[src/hdl/rim_pkg.sv]
// Shared types and constants for the run-length image mirror.
// No dependencies; imported by rim_front, rim_back and the top level.
package rim_pkg;

   localparam int LEN_W        = 19;
   localparam int CHAN_W       = 8;
   localparam int NUM_CHAN     = 3;
   localparam int COLOR_W      = NUM_CHAN * CHAN_W;
   localparam int WIDTH_REG_W  = 7;
   localparam int HEIGHT_REG_W = 13;
   localparam int CSR_IDX_W    = 2;
   localparam int CSR_DATA_W   = 13;

   // Configuration register indexes
   localparam logic [CSR_IDX_W-1:0] CSR_IMAGE_WIDTH  = CSR_IDX_W'(0);
   localparam logic [CSR_IDX_W-1:0] CSR_IMAGE_HEIGHT = CSR_IDX_W'(1);
   localparam logic [CSR_IDX_W-1:0] CSR_GRAY_MODE    = CSR_IDX_W'(2);

   // Run queued between front end and row engine
   typedef struct packed {
      logic [LEN_W-1:0]   len;
      logic [COLOR_W-1:0] color;
   } job_type;

   // Run produced by the row engine
   typedef struct packed {
      logic [LEN_W-1:0]   count;
      logic [COLOR_W-1:0] color;
      logic               last;
   } result_type;

endpackage

[src/hdl/rim_ram.sv]
// Generic single-write, single-read RAM with registered read data.
// No dependencies.
module rim_ram #(
   parameter int WIDTH = 24,
   parameter int DEPTH = 64,
   localparam int AW = (DEPTH > 1) ? $clog2(DEPTH) : 1
) (
   input  logic             clock,
   input  logic             we,
   input  logic [AW-1:0]    waddr,
   input  logic [WIDTH-1:0] wdata,
   input  logic             re,
   input  logic [AW-1:0]    raddr,
   output logic [WIDTH-1:0] rdata
);

   logic [WIDTH-1:0] mem_ff [DEPTH];
   logic [WIDTH-1:0] rdata_ff;

   // Write port
   always_ff @(posedge clock) begin
      if (we) begin
         mem_ff[waddr] <= wdata;
      end
   end

   // Read port, data held while re is low
   always_ff @(posedge clock) begin
      if (re) begin
         rdata_ff <= mem_ff[raddr];
      end
   end

   assign rdata = rdata_ff;

endmodule

[src/hdl/rim_fifo.sv]
// Small synchronous FIFO with show-ahead read data.
// No dependencies; used for the run queue and the result queue.
module rim_fifo #(
   parameter int WIDTH = 8,
   parameter int DEPTH = 2
) (
   input  logic             clock,
   input  logic             reset,
   input  logic             push,
   input  logic [WIDTH-1:0] wr_data,
   output logic             full,
   input  logic             pop,
   output logic [WIDTH-1:0] rd_data,
   output logic             empty
);

   localparam int PW = (DEPTH > 1) ? $clog2(DEPTH) : 1;
   localparam int CW = $clog2(DEPTH + 1);

   logic [WIDTH-1:0] mem_ff [DEPTH];
   logic [PW-1:0]    wr_ptr_ff, wr_ptr_in;
   logic [PW-1:0]    rd_ptr_ff, rd_ptr_in;
   logic [CW-1:0]    count_ff, count_in;
   logic             do_push, do_pop;

   assign full    = (count_ff == CW'(DEPTH));
   assign empty   = (count_ff == '0);
   assign do_push = push && !full;
   assign do_pop  = pop && !empty;
   assign rd_data = mem_ff[rd_ptr_ff];

   // Advance pointers and occupancy
   always_comb begin
      wr_ptr_in = wr_ptr_ff;
      rd_ptr_in = rd_ptr_ff;
      count_in  = count_ff;
      if (do_push) begin
         wr_ptr_in = (wr_ptr_ff == PW'(DEPTH - 1)) ? '0 : wr_ptr_ff + PW'(1);
      end
      if (do_pop) begin
         rd_ptr_in = (rd_ptr_ff == PW'(DEPTH - 1)) ? '0 : rd_ptr_ff + PW'(1);
      end
      if (do_push && !do_pop) begin
         count_in = count_ff + CW'(1);
      end else if (do_pop && !do_push) begin
         count_in = count_ff - CW'(1);
      end
   end

   always_ff @(posedge clock) begin
      if (reset) begin
         wr_ptr_ff <= '0;
         rd_ptr_ff <= '0;
         count_ff  <= '0;
      end else begin
         wr_ptr_ff <= wr_ptr_in;
         rd_ptr_ff <= rd_ptr_in;
         count_ff  <= count_in;
      end
   end

   // Store entries
   always_ff @(posedge clock) begin
      if (do_push) begin
         mem_ff[wr_ptr_ff] <= wr_data;
      end
   end

endmodule

[src/hdl/rim_front.sv]
// Front end: takes input runs, maps gray mode, drops empty runs, queues the rest.
// Depends on rim_pkg and rim_fifo.
module rim_front (
   input  logic                                clock,
   input  logic                                reset,
   input  logic                                push,
   output logic                                full,
   input  logic [rim_pkg::LEN_W-1:0]           run_length,
   input  logic [rim_pkg::CHAN_W-1:0]          red,
   input  logic [rim_pkg::CHAN_W-1:0]          green,
   input  logic [rim_pkg::CHAN_W-1:0]          blue,
   input  logic                                gray_mode,
   output logic                                job_valid,
   output rim_pkg::job_type                    job,
   input  logic                                job_pop
);

   import rim_pkg::*;

   localparam int JOB_DEPTH = 2;

   job_type                 job_new;
   logic                    job_keep;
   logic [$bits(job_type)-1:0] q_dout;
   logic                    q_empty;

   // Build the queued run; green and blue follow red in gray mode
   always_comb begin
      job_new.len = run_length;
      if (gray_mode) begin
         job_new.color = {red, red, red};
      end else begin
         job_new.color = {red, green, blue};
      end
   end

   // Drop zero-length runs at the door
   assign job_keep = push && (run_length != '0);

   rim_fifo #(
      .WIDTH ($bits(job_type)),
      .DEPTH (JOB_DEPTH)
   ) u_job_q (
      .clock   (clock),
      .reset   (reset),
      .push    (job_keep),
      .wr_data (job_new),
      .full    (full),
      .pop     (job_pop),
      .rd_data (q_dout),
      .empty   (q_empty)
   );

   assign job_valid = !q_empty;
   assign job       = job_type'(q_dout);

endmodule

[src/hdl/rim_back.sv]
// Row engine: expands runs into the row RAM, reads full rows back mirrored and
// re-encodes them as runs. Depends on rim_pkg and rim_ram.
module rim_back #(
   parameter int MAX_WIDTH  = 64,
   parameter int MAX_HEIGHT = 4096
) (
   input  logic                                clock,
   input  logic                                reset,
   input  logic [rim_pkg::WIDTH_REG_W-1:0]     image_width,
   input  logic [rim_pkg::HEIGHT_REG_W-1:0]    image_height,
   input  logic                                job_valid,
   input  rim_pkg::job_type                    job,
   output logic                                job_pop,
   output logic                                res_push,
   output rim_pkg::result_type                 res,
   input  logic                                res_full
);

   import rim_pkg::*;

   localparam int AW = (MAX_WIDTH > 1) ? $clog2(MAX_WIDTH) : 1;
   localparam int WW = $clog2(MAX_WIDTH + 1);
   localparam int RW = (MAX_HEIGHT > 1) ? $clog2(MAX_HEIGHT) : 1;
   localparam int HW = $clog2(MAX_HEIGHT + 1);

   localparam logic [2:0] ST_IDLE   = 3'd0;
   localparam logic [2:0] ST_FILL   = 3'd1;
   localparam logic [2:0] ST_FLUSH  = 3'd2;
   localparam logic [2:0] ST_DRAIN  = 3'd3;
   localparam logic [2:0] ST_ROWEND = 3'd4;

   logic [2:0]         state_ff, state_in;
   logic [LEN_W-1:0]   len_ff, len_in;
   logic [COLOR_W-1:0] color_ff, color_in;
   logic [WW-1:0]      fill_ff, fill_in;
   logic [AW-1:0]      rd_idx_ff, rd_idx_in;
   logic [RW-1:0]      row_ff, row_in;
   logic [COLOR_W-1:0] pend_color_ff, pend_color_in;
   logic [LEN_W-1:0]   pend_len_ff, pend_len_in;
   logic               pend_valid_ff, pend_valid_in;
   logic               done_ff, done_in;
   logic               dv_ff, dv_in;

   logic [WW-1:0]      w_eff;
   logic [HW-1:0]      h_eff;
   logic [WW-1:0]      fill_nx;
   logic [HW-1:0]      row_p1;
   logic               last_row;
   logic               stall;
   logic               ram_we, ram_re;
   logic [COLOR_W-1:0] ram_rdata;

   // Clamp the configured size into the supported range
   always_comb begin
      if (image_width == '0) begin
         w_eff = WW'(1);
      end else if (image_width > WIDTH_REG_W'(MAX_WIDTH)) begin
         w_eff = WW'(MAX_WIDTH);
      end else begin
         w_eff = WW'(image_width);
      end
      if (image_height == '0) begin
         h_eff = HW'(1);
      end else if (image_height > HEIGHT_REG_W'(MAX_HEIGHT)) begin
         h_eff = HW'(MAX_HEIGHT);
      end else begin
         h_eff = HW'(image_height);
      end
   end

   assign fill_nx  = fill_ff + WW'(1);
   assign row_p1   = HW'(row_ff) + HW'(1);
   assign last_row = (row_p1 >= h_eff);
   assign stall    = res_full;

   // Every emitted run is the open run; only the row-end one closes the image
   assign res = '{count: pend_len_ff, color: pend_color_ff, last: (state_ff == ST_ROWEND)};

   always_comb begin
      state_in      = state_ff;
      len_in        = len_ff;
      color_in      = color_ff;
      fill_in       = fill_ff;
      rd_idx_in     = rd_idx_ff;
      row_in        = row_ff;
      pend_color_in = pend_color_ff;
      pend_len_in   = pend_len_ff;
      pend_valid_in = pend_valid_ff;
      done_in       = done_ff;
      job_pop       = 1'b0;
      ram_we        = 1'b0;
      ram_re        = 1'b0;
      res_push      = 1'b0;

      // Merge one mirrored pixel into the open run
      if (dv_ff && !stall) begin
         if (pend_valid_ff && (ram_rdata == pend_color_ff)) begin
            pend_len_in = pend_len_ff + LEN_W'(1);
         end else begin
            res_push      = pend_valid_ff;
            pend_color_in = ram_rdata;
            pend_len_in   = LEN_W'(1);
            pend_valid_in = 1'b1;
         end
      end

      unique case (state_ff)
         ST_IDLE: begin
            // Take the next run; drop it once the image is complete
            if (job_valid) begin
               job_pop = 1'b1;
               if (!done_ff) begin
                  len_in   = job.len;
                  color_in = job.color;
                  state_in = ST_FILL;
               end
            end
         end
         ST_FILL: begin
            // Write one pixel; a full row starts the mirrored read
            ram_we = 1'b1;
            len_in = len_ff - LEN_W'(1);
            if (fill_nx >= w_eff) begin
               fill_in   = '0;
               rd_idx_in = AW'(w_eff - WW'(1));
               state_in  = ST_FLUSH;
            end else begin
               fill_in = fill_nx;
               if (len_ff == LEN_W'(1)) begin
                  state_in = ST_IDLE;
               end
            end
         end
         ST_FLUSH: begin
            // Read the row right to left
            if (!stall) begin
               ram_re = 1'b1;
               if (rd_idx_ff == '0) begin
                  state_in = ST_DRAIN;
               end else begin
                  rd_idx_in = rd_idx_ff - AW'(1);
               end
            end
         end
         ST_DRAIN: begin
            // Wait for the leftmost pixel to merge
            if (!stall) begin
               state_in = ST_ROWEND;
            end
         end
         ST_ROWEND: begin
            // Close the image after the last row, else advance the row
            if (last_row) begin
               if (!stall) begin
                  res_push      = pend_valid_ff;
                  pend_valid_in = 1'b0;
                  pend_len_in   = '0;
                  done_in       = 1'b1;
                  state_in      = ST_IDLE;
               end
            end else begin
               row_in   = row_ff + RW'(1);
               state_in = (len_ff != '0) ? ST_FILL : ST_IDLE;
            end
         end
         default: begin
            state_in = ST_IDLE;
         end
      endcase

      // Read data stays valid while the output side stalls
      dv_in = stall ? dv_ff : ram_re;
   end

   always_ff @(posedge clock) begin
      if (reset) begin
         state_ff      <= ST_IDLE;
         len_ff        <= '0;
         fill_ff       <= '0;
         rd_idx_ff     <= '0;
         row_ff        <= '0;
         pend_color_ff <= '0;
         pend_len_ff   <= '0;
         pend_valid_ff <= 1'b0;
         done_ff       <= 1'b0;
         dv_ff         <= 1'b0;
      end else begin
         state_ff      <= state_in;
         len_ff        <= len_in;
         fill_ff       <= fill_in;
         rd_idx_ff     <= rd_idx_in;
         row_ff        <= row_in;
         pend_color_ff <= pend_color_in;
         pend_len_ff   <= pend_len_in;
         pend_valid_ff <= pend_valid_in;
         done_ff       <= done_in;
         dv_ff         <= dv_in;
      end
   end

   // Hold the color of the run being expanded
   always_ff @(posedge clock) begin
      color_ff <= color_in;
   end

   rim_ram #(
      .WIDTH (COLOR_W),
      .DEPTH (MAX_WIDTH)
   ) u_row_ram (
      .clock (clock),
      .we    (ram_we),
      .waddr (fill_ff[AW-1:0]),
      .wdata (color_ff),
      .re    (ram_re),
      .raddr (rd_idx_ff),
      .rdata (ram_rdata)
   );

   a_no_push_when_full: assert property (@(posedge clock) disable iff (reset)
      res_full |-> !res_push)
      else $error("result pushed into a full queue");

   a_done_sticky: assert property (@(posedge clock) disable iff (reset)
      done_ff |=> done_ff)
      else $error("image-done flag dropped without reset");

   a_read_gives_data: assert property (@(posedge clock) disable iff (reset)
      ram_re |=> dv_ff)
      else $error("row read issued but no data valid next cycle");

   a_done_no_open_run: assert property (@(posedge clock) disable iff (reset)
      done_ff |-> !pend_valid_ff)
      else $error("open run left after the image ended");

   a_fill_in_range: assert property (@(posedge clock) disable iff (reset)
      fill_ff <= WW'(MAX_WIDTH - 1))
      else $error("row fill position beyond row RAM");

endmodule

[src/hdl/rle_image_horizontal_mirror.sv]
// Run-length image mirror: an input run is expanded into the row RAM at one
// pixel per cycle after the run is taken from the queue; every completed row is
// then read back right to left through the RAM's single read port at one pixel
// per cycle while the result queue is not full. Mirrored runs merge across rows,
// and a run is emitted when its color changes; the run that closes the last row
// carries last_run, after which input runs are taken and dropped until reset.
// Runs of length zero are discarded on entry. Input and results sit in short
// queues, so the source and the sink may stall independently of the row engine.
// Configuration must be written by the user only while the block is idle; the
// block itself does not enforce this.
// Top level; depends on rim_pkg, rim_front, rim_back, rim_fifo and rim_ram.
module rle_image_horizontal_mirror #(
   parameter int MAX_WIDTH  = 64,
   parameter int MAX_HEIGHT = 4096
) (
   input  logic                              clock,
   input  logic                              reset,
   // input runs
   input  logic                              req_push,
   output logic                              req_full,
   input  logic [rim_pkg::LEN_W-1:0]         req_run_length,
   input  logic [rim_pkg::CHAN_W-1:0]        req_red,
   input  logic [rim_pkg::CHAN_W-1:0]        req_green,
   input  logic [rim_pkg::CHAN_W-1:0]        req_blue,
   // mirrored runs
   output logic                              rsp_empty,
   input  logic                              rsp_pop,
   output logic [rim_pkg::LEN_W-1:0]         rsp_run_count,
   output logic [rim_pkg::CHAN_W-1:0]        rsp_out_red,
   output logic [rim_pkg::CHAN_W-1:0]        rsp_out_green,
   output logic [rim_pkg::CHAN_W-1:0]        rsp_out_blue,
   output logic                              rsp_last_run,
   // configuration
   input  logic                              csr_we,
   input  logic [rim_pkg::CSR_IDX_W-1:0]     csr_index,
   input  logic [rim_pkg::CSR_DATA_W-1:0]    csr_wdata
);

   import rim_pkg::*;

   localparam int RES_DEPTH = 4;

   logic [WIDTH_REG_W-1:0]  image_width_ff;
   logic [HEIGHT_REG_W-1:0] image_height_ff;
   logic                    gray_mode_ff;

   logic                    job_valid, job_pop;
   job_type                 job;
   logic                    res_push, res_full;
   result_type              res, res_out;
   logic [$bits(result_type)-1:0] res_dout;

   // Configuration registers
   always_ff @(posedge clock) begin
      if (reset) begin
         image_width_ff  <= WIDTH_REG_W'(64);
         image_height_ff <= HEIGHT_REG_W'(1);
         gray_mode_ff    <= 1'b0;
      end else if (csr_we) begin
         unique case (csr_index)
            CSR_IMAGE_WIDTH:  image_width_ff  <= csr_wdata[WIDTH_REG_W-1:0];
            CSR_IMAGE_HEIGHT: image_height_ff <= csr_wdata[HEIGHT_REG_W-1:0];
            CSR_GRAY_MODE:    gray_mode_ff    <= csr_wdata[0];
            default: begin
            end
         endcase
      end
   end

   rim_front u_front (
      .clock      (clock),
      .reset      (reset),
      .push       (req_push),
      .full       (req_full),
      .run_length (req_run_length),
      .red        (req_red),
      .green      (req_green),
      .blue       (req_blue),
      .gray_mode  (gray_mode_ff),
      .job_valid  (job_valid),
      .job        (job),
      .job_pop    (job_pop)
   );

   rim_back #(
      .MAX_WIDTH  (MAX_WIDTH),
      .MAX_HEIGHT (MAX_HEIGHT)
   ) u_back (
      .clock        (clock),
      .reset        (reset),
      .image_width  (image_width_ff),
      .image_height (image_height_ff),
      .job_valid    (job_valid),
      .job          (job),
      .job_pop      (job_pop),
      .res_push     (res_push),
      .res          (res),
      .res_full     (res_full)
   );

   // Queue results toward the sink
   rim_fifo #(
      .WIDTH ($bits(result_type)),
      .DEPTH (RES_DEPTH)
   ) u_res_q (
      .clock   (clock),
      .reset   (reset),
      .push    (res_push),
      .wr_data (res),
      .full    (res_full),
      .pop     (rsp_pop),
      .rd_data (res_dout),
      .empty   (rsp_empty)
   );

   assign res_out       = result_type'(res_dout);
   assign rsp_run_count = res_out.count;
   assign rsp_out_red   = res_out.color[3*CHAN_W-1:2*CHAN_W];
   assign rsp_out_green = res_out.color[2*CHAN_W-1:CHAN_W];
   assign rsp_out_blue  = res_out.color[CHAN_W-1:0];
   assign rsp_last_run  = res_out.last;

endmodule

[config.mk]
export PLATFORM = sky130hd
export DESIGN_NAME = rle_image_horizontal_mirror
export DESIGN_NICKNAME = d
export VERILOG_FILES = /design/src/hdl/rim_pkg.sv /design/src/hdl/rim_ram.sv /design/src/hdl/rim_fifo.sv /design/src/hdl/rim_front.sv /design/src/hdl/rim_back.sv /design/src/hdl/rle_image_horizontal_mirror.sv
export SDC_FILE = /design/constraint.sdc
export NUM_CORES = 2
export LEC_CHECK = 0
export BUFFER_PORTS_ARGS = -buffer_cell sky130_fd_sc_hd__buf_2
export CELL_PAD_IN_SITES_DETAIL_PLACEMENT = 2
export CELL_PAD_IN_SITES_GLOBAL_PLACEMENT = 2
export CORE_MARGIN = 3
export CORE_UTILIZATION = 47
export DETAILED_ROUTE_END_ITERATION = 8
export GPL_ROUTABILITY_DRIVEN = 0
export PLACE_DENSITY_LB_ADDON = 0.1
export SYNTH_ARGS = -nofsm -noshare
export SYNTH_HDL_FRONTEND = slang
export SYNTH_SLANG_ARGS = --single-unit
[constraint.sdc]
create_clock -name clock -period 6.1 [get_ports clock]
set_input_delay 1.22 -clock clock [delete_from_list [all_inputs] [get_ports clock]]
set_output_delay 1.22 -clock clock [all_outputs]
set_load 0.01 [all_outputs]
==> results.toml <==
[run]
drv_cap = 0

[worst_setup_path]
worstPathMaxFanout = 7
cpPeakStageDelay_ns = 0.60
critical-path-top-cell-by-count = "ha_1"
crit_buf_inv = 2
worst_setup_path_start_kind = "flop"
end_kind = "flop"
critPathRequiredTime_ns = 6.82
crit_chain = "ha_1 -> nand3_1 -> nor3_1 -> and3_1 -> xor2_1 -> ha_1 -> and4_1 -> o211a_1 -> a21oi_1 -> a211oi_1 -> a32oi_2 -> inv_1 -> ha_1 -> inv_1 -> fa_1 -> xor2_1 -> or3_1 -> a21oi_1"
critPathKind = "reg2reg"
critical-path-top-delay-family = "simple AND/OR/NAND/NOR gates"
cp_slowest_cell = "a211oi_1"
cp.arrival_ns = 5.76

[clock_tree]
cts_max_level = 4
cts_tree = "built"
cts.path.max_buffers = 3
clkSinkCount = 1974
clock_latency_ns = 0.84
clkTransAtPathRegs_ns = 0.06
cts_hold_buf = 0
ctsResizeCount = 0
cts-root-buf = "clkbuf_16"
numCtsBuffers = 202
cts_setup_buffers = 0

[global_routing]
antenna_found_initial = 13
grt_pass1_vias = 44720
grt_overflow = 0
grt_max_degree = 72
grt_use_total_pct = 29.22
grt_pass1_wl_mm = 349.7

[logic_synthesis]
syn_area_mm2 = 0.07686
muxShareOfSynthArea_pct = 15.00
yosysTopAreaCellShare_pct = 72.12
synth-seq-cells = 1974
yosysWarnings = 0
synth_compound_area_share_pct = 3.324
synth_top_family_by_area = "multiplexers"
yosysTopAreaCell = "edfxtp_1"
yosys.area_share.xor_xnor_pct = 0.8204
yosys.cell_types.count = 73
synth.most_common_cell = "edfxtp_1"
synth-edff-count = 1846
synth-main-ff-cell = "edfxtp_1"
synthTopCellsByArea = "edfxtp_1, mux4_2, dfxtp_1"
synthTopCellsByCount = "edfxtp_1, mux4_2, nor2_1"
synth-simple-area-share_pct = 3.239
async_flop_share_pct = 0
ys_seq_area_share_pct = 75.45
syn_nets = 3996
synthCells = 3899
synthAdderAreaFrac_pct = 0.5632
avgSynthCellArea_um2 = 19.71

[timing]
hold_ws_ns = 0.4809
fin_worst_skew_ns = 0.03304
finalCritPeriodShare_pct = 82.65
final.setup.tns_ns = 0
slew_headroom_pct = 17.73
maxSlewViolCount = 0
min_period_ns = 5.042
worstMarginPinSlew_ns = 1.233
rsz0062_at_grt = "no"
finalHoldViolations = 0
setup_slack_ns = 1.058
fmax_ghz = 0.1983
final-setup-viol-count = 0

[floorplanning]
row_count = 147
die_height_um = 410.4
ios = 109
coreArea_mm2 = 0.1615
start_util_pct = 47.60
dieArea_mm2 = 0.1684
die_x_um = 410.4

[cells_and_area]
drive_gt1_share_pct = 25.20
instances_no_fill = 6487
fillers = 13800
nNetsFinal = 4248
stdcell_area_mm2 = 0.08702
syn_to_final_growth_pct = 13.21

[drt]
viasPerCell = 6.342
wire_per_inst_um = 37.60
drt_iter0_drc = 4723
totalWireLength_mm = 243.9
first_pass_iters = 7
postRouteAntennaNets = 0
route.detailed.drc = 0
vias = 41140

[placed_design]
pre_cts_ws_ns = 1.089
placed_area_mm2 = 0.08050
dp_cells = 6107
portBuffers = 108
hpwlAfterDp_mm = 140.2

[power]
power_density_mw_per_mm2 = 477.8
leakage_uw = 0.02737
vdd_ir_drop_max_mv = 0.4322
switching_power_uw = 13950
power.share.switching_pct = 33.55
power_frac_clock_pct = 29.9
combPwrFrac_pct = 28.4
power.internal_uw = 27630
p_seq_share_pct = 41.7

[worst_hold_path]
hold_path.class = "reg2reg"

[outcome]
status = "finished, final reports clean"
flip-flops by register name, indices dropped and copies added, names as in the netlist, 3 cells and up, named ones only:
signal	flops
u_back.len_ff	19
u_res_q.count_ff	3
u_back.u_row_ram.rdata	24
u_back.pend_len_ff	19
u_front.u_job_q.mem_ff	86
u_back.u_row_ram.mem_ff	1536
u_back.row_ff	12
u_back.pend_color_ff	24
u_back.color_ff	24
image_height_ff	13
u_back.state_ff	3
u_res_q.mem_ff	176
u_back.fill_ff	7
image_width_ff	7
u_back.rd_idx_ff	6
layer usage:
metal,global-route usage [%],vias to the layer above,share of wire [%]
li1,-,16450,-
met1,39.31,22390,40
met2,49.02,1911,50
met3,5.147,393,6.9
met4,8.670,0,3.0
met5,0,-,0
placed cells by master, fill, tap and decap left out, types with 39 or more instances in the layout:
| master | instances |
|---|---|
| buf_4 | 141 |
| o221ai_1 | 62 |
| nand3_1 | 39 |
| mux2i_1 | 217 |
| nor2_1 | 158 |
| clkbuf_16 | 206 |
| nor2_2 | 64 |
| clkinv_2 | 42 |
| a21oi_1 | 102 |
| nand2_1 | 126 |
| mux4_2 | 397 |
| dfxtp_1 | 120 |
| buf_2 | 107 |
| edfxtp_1 | 1846 |
| o21ai_0 | 67 |
| o22ai_1 | 53 |
| clkbuf_1 | 47 |
final timing paths:
| path | startpoint | endpoint | slack [ns] | cells past startpoint |
|---|---|---|---|---|
| setup / recovery | u_back.row_ff[0] | u_res_q.count_ff[2] | 1.06 | 18 |
| hold / removal | image_height_ff[0] | image_height_ff[0] | 0.48 | 2 |
| setup reg to reg | u_back.row_ff[0] | u_res_q.count_ff[2] | 1.06 | 18 |
| hold reg to reg | image_height_ff[0] | image_height_ff[0] | 0.48 | 2 |
kinds of logic (layout without fill, tap and decap cells):
kind of cell,after synthesis,count (layout)
flip-flops,1974,1974
multiplexers,651,651
AND/OR/NAND/NOR,539,539
AO/OA/AOI/OAI,387,387
buffers and inverters,242,669
XOR/XNOR,72,72
adder cells (fa/ha/maj),34,34
other,0,1
worst reg2reg max path, stage by stage, from the launching register on:
cell,delay [ns]
dfxtp_1,0.43
ha_1,0.24
nand3_1,0.17
nor3_1,0.41
and3_1,0.29
xor2_1,0.10
ha_1,0.31
and4_1,0.24
o211a_1,0.17
a21oi_1,0.09
a211oi_1,0.60
a32oi_2,0.35
inv_1,0.16
ha_1,0.21
inv_1,0.07
fa_1,0.38
xor2_1,0.19
or3_1,0.32
a21oi_1,0.20
power by group through the flow:
stage / clock [µW] / sequential, µW / combinational (µW)
after floorplan: 0 / 17900 / 6520
after global placement: 0 / 17500 / 11200
after detailed placement: 0 / 17600 / 11700
after CTS: 12600 / 17300 / 11900
after global routing: 13100 / 17400 / 12500
final: 12400 / 17300 / 11800
through the flow:
step	utilization (%)	power (µW)
CTS	53.89	41820
finish	53.89	41580
global placement	49.85	28700
floorplan	-	24390
detailed placement	49.85	29280
global route	53.89	42980
final cells by class:
cell class / instances / area, µm² / share of cell area [%]
Antenna cell: 1 / 2.502 / 0.002876
Clock buffer: 267 / 5524 / 6.348
Clock inverter: 112 / 993.5 / 1.142
Inverter: 33 / 126.4 / 0.1452
Multi-Input combinational cell: 1683 / 17880 / 20.55
Sequential cell: 1974 / 58020 / 66.67
Tap cell: 2160 / 2703 / 3.106
Timing Repair Buffer: 257 / 1774 / 2.039
Note: power is estimated with default switching activity, not from simulation.
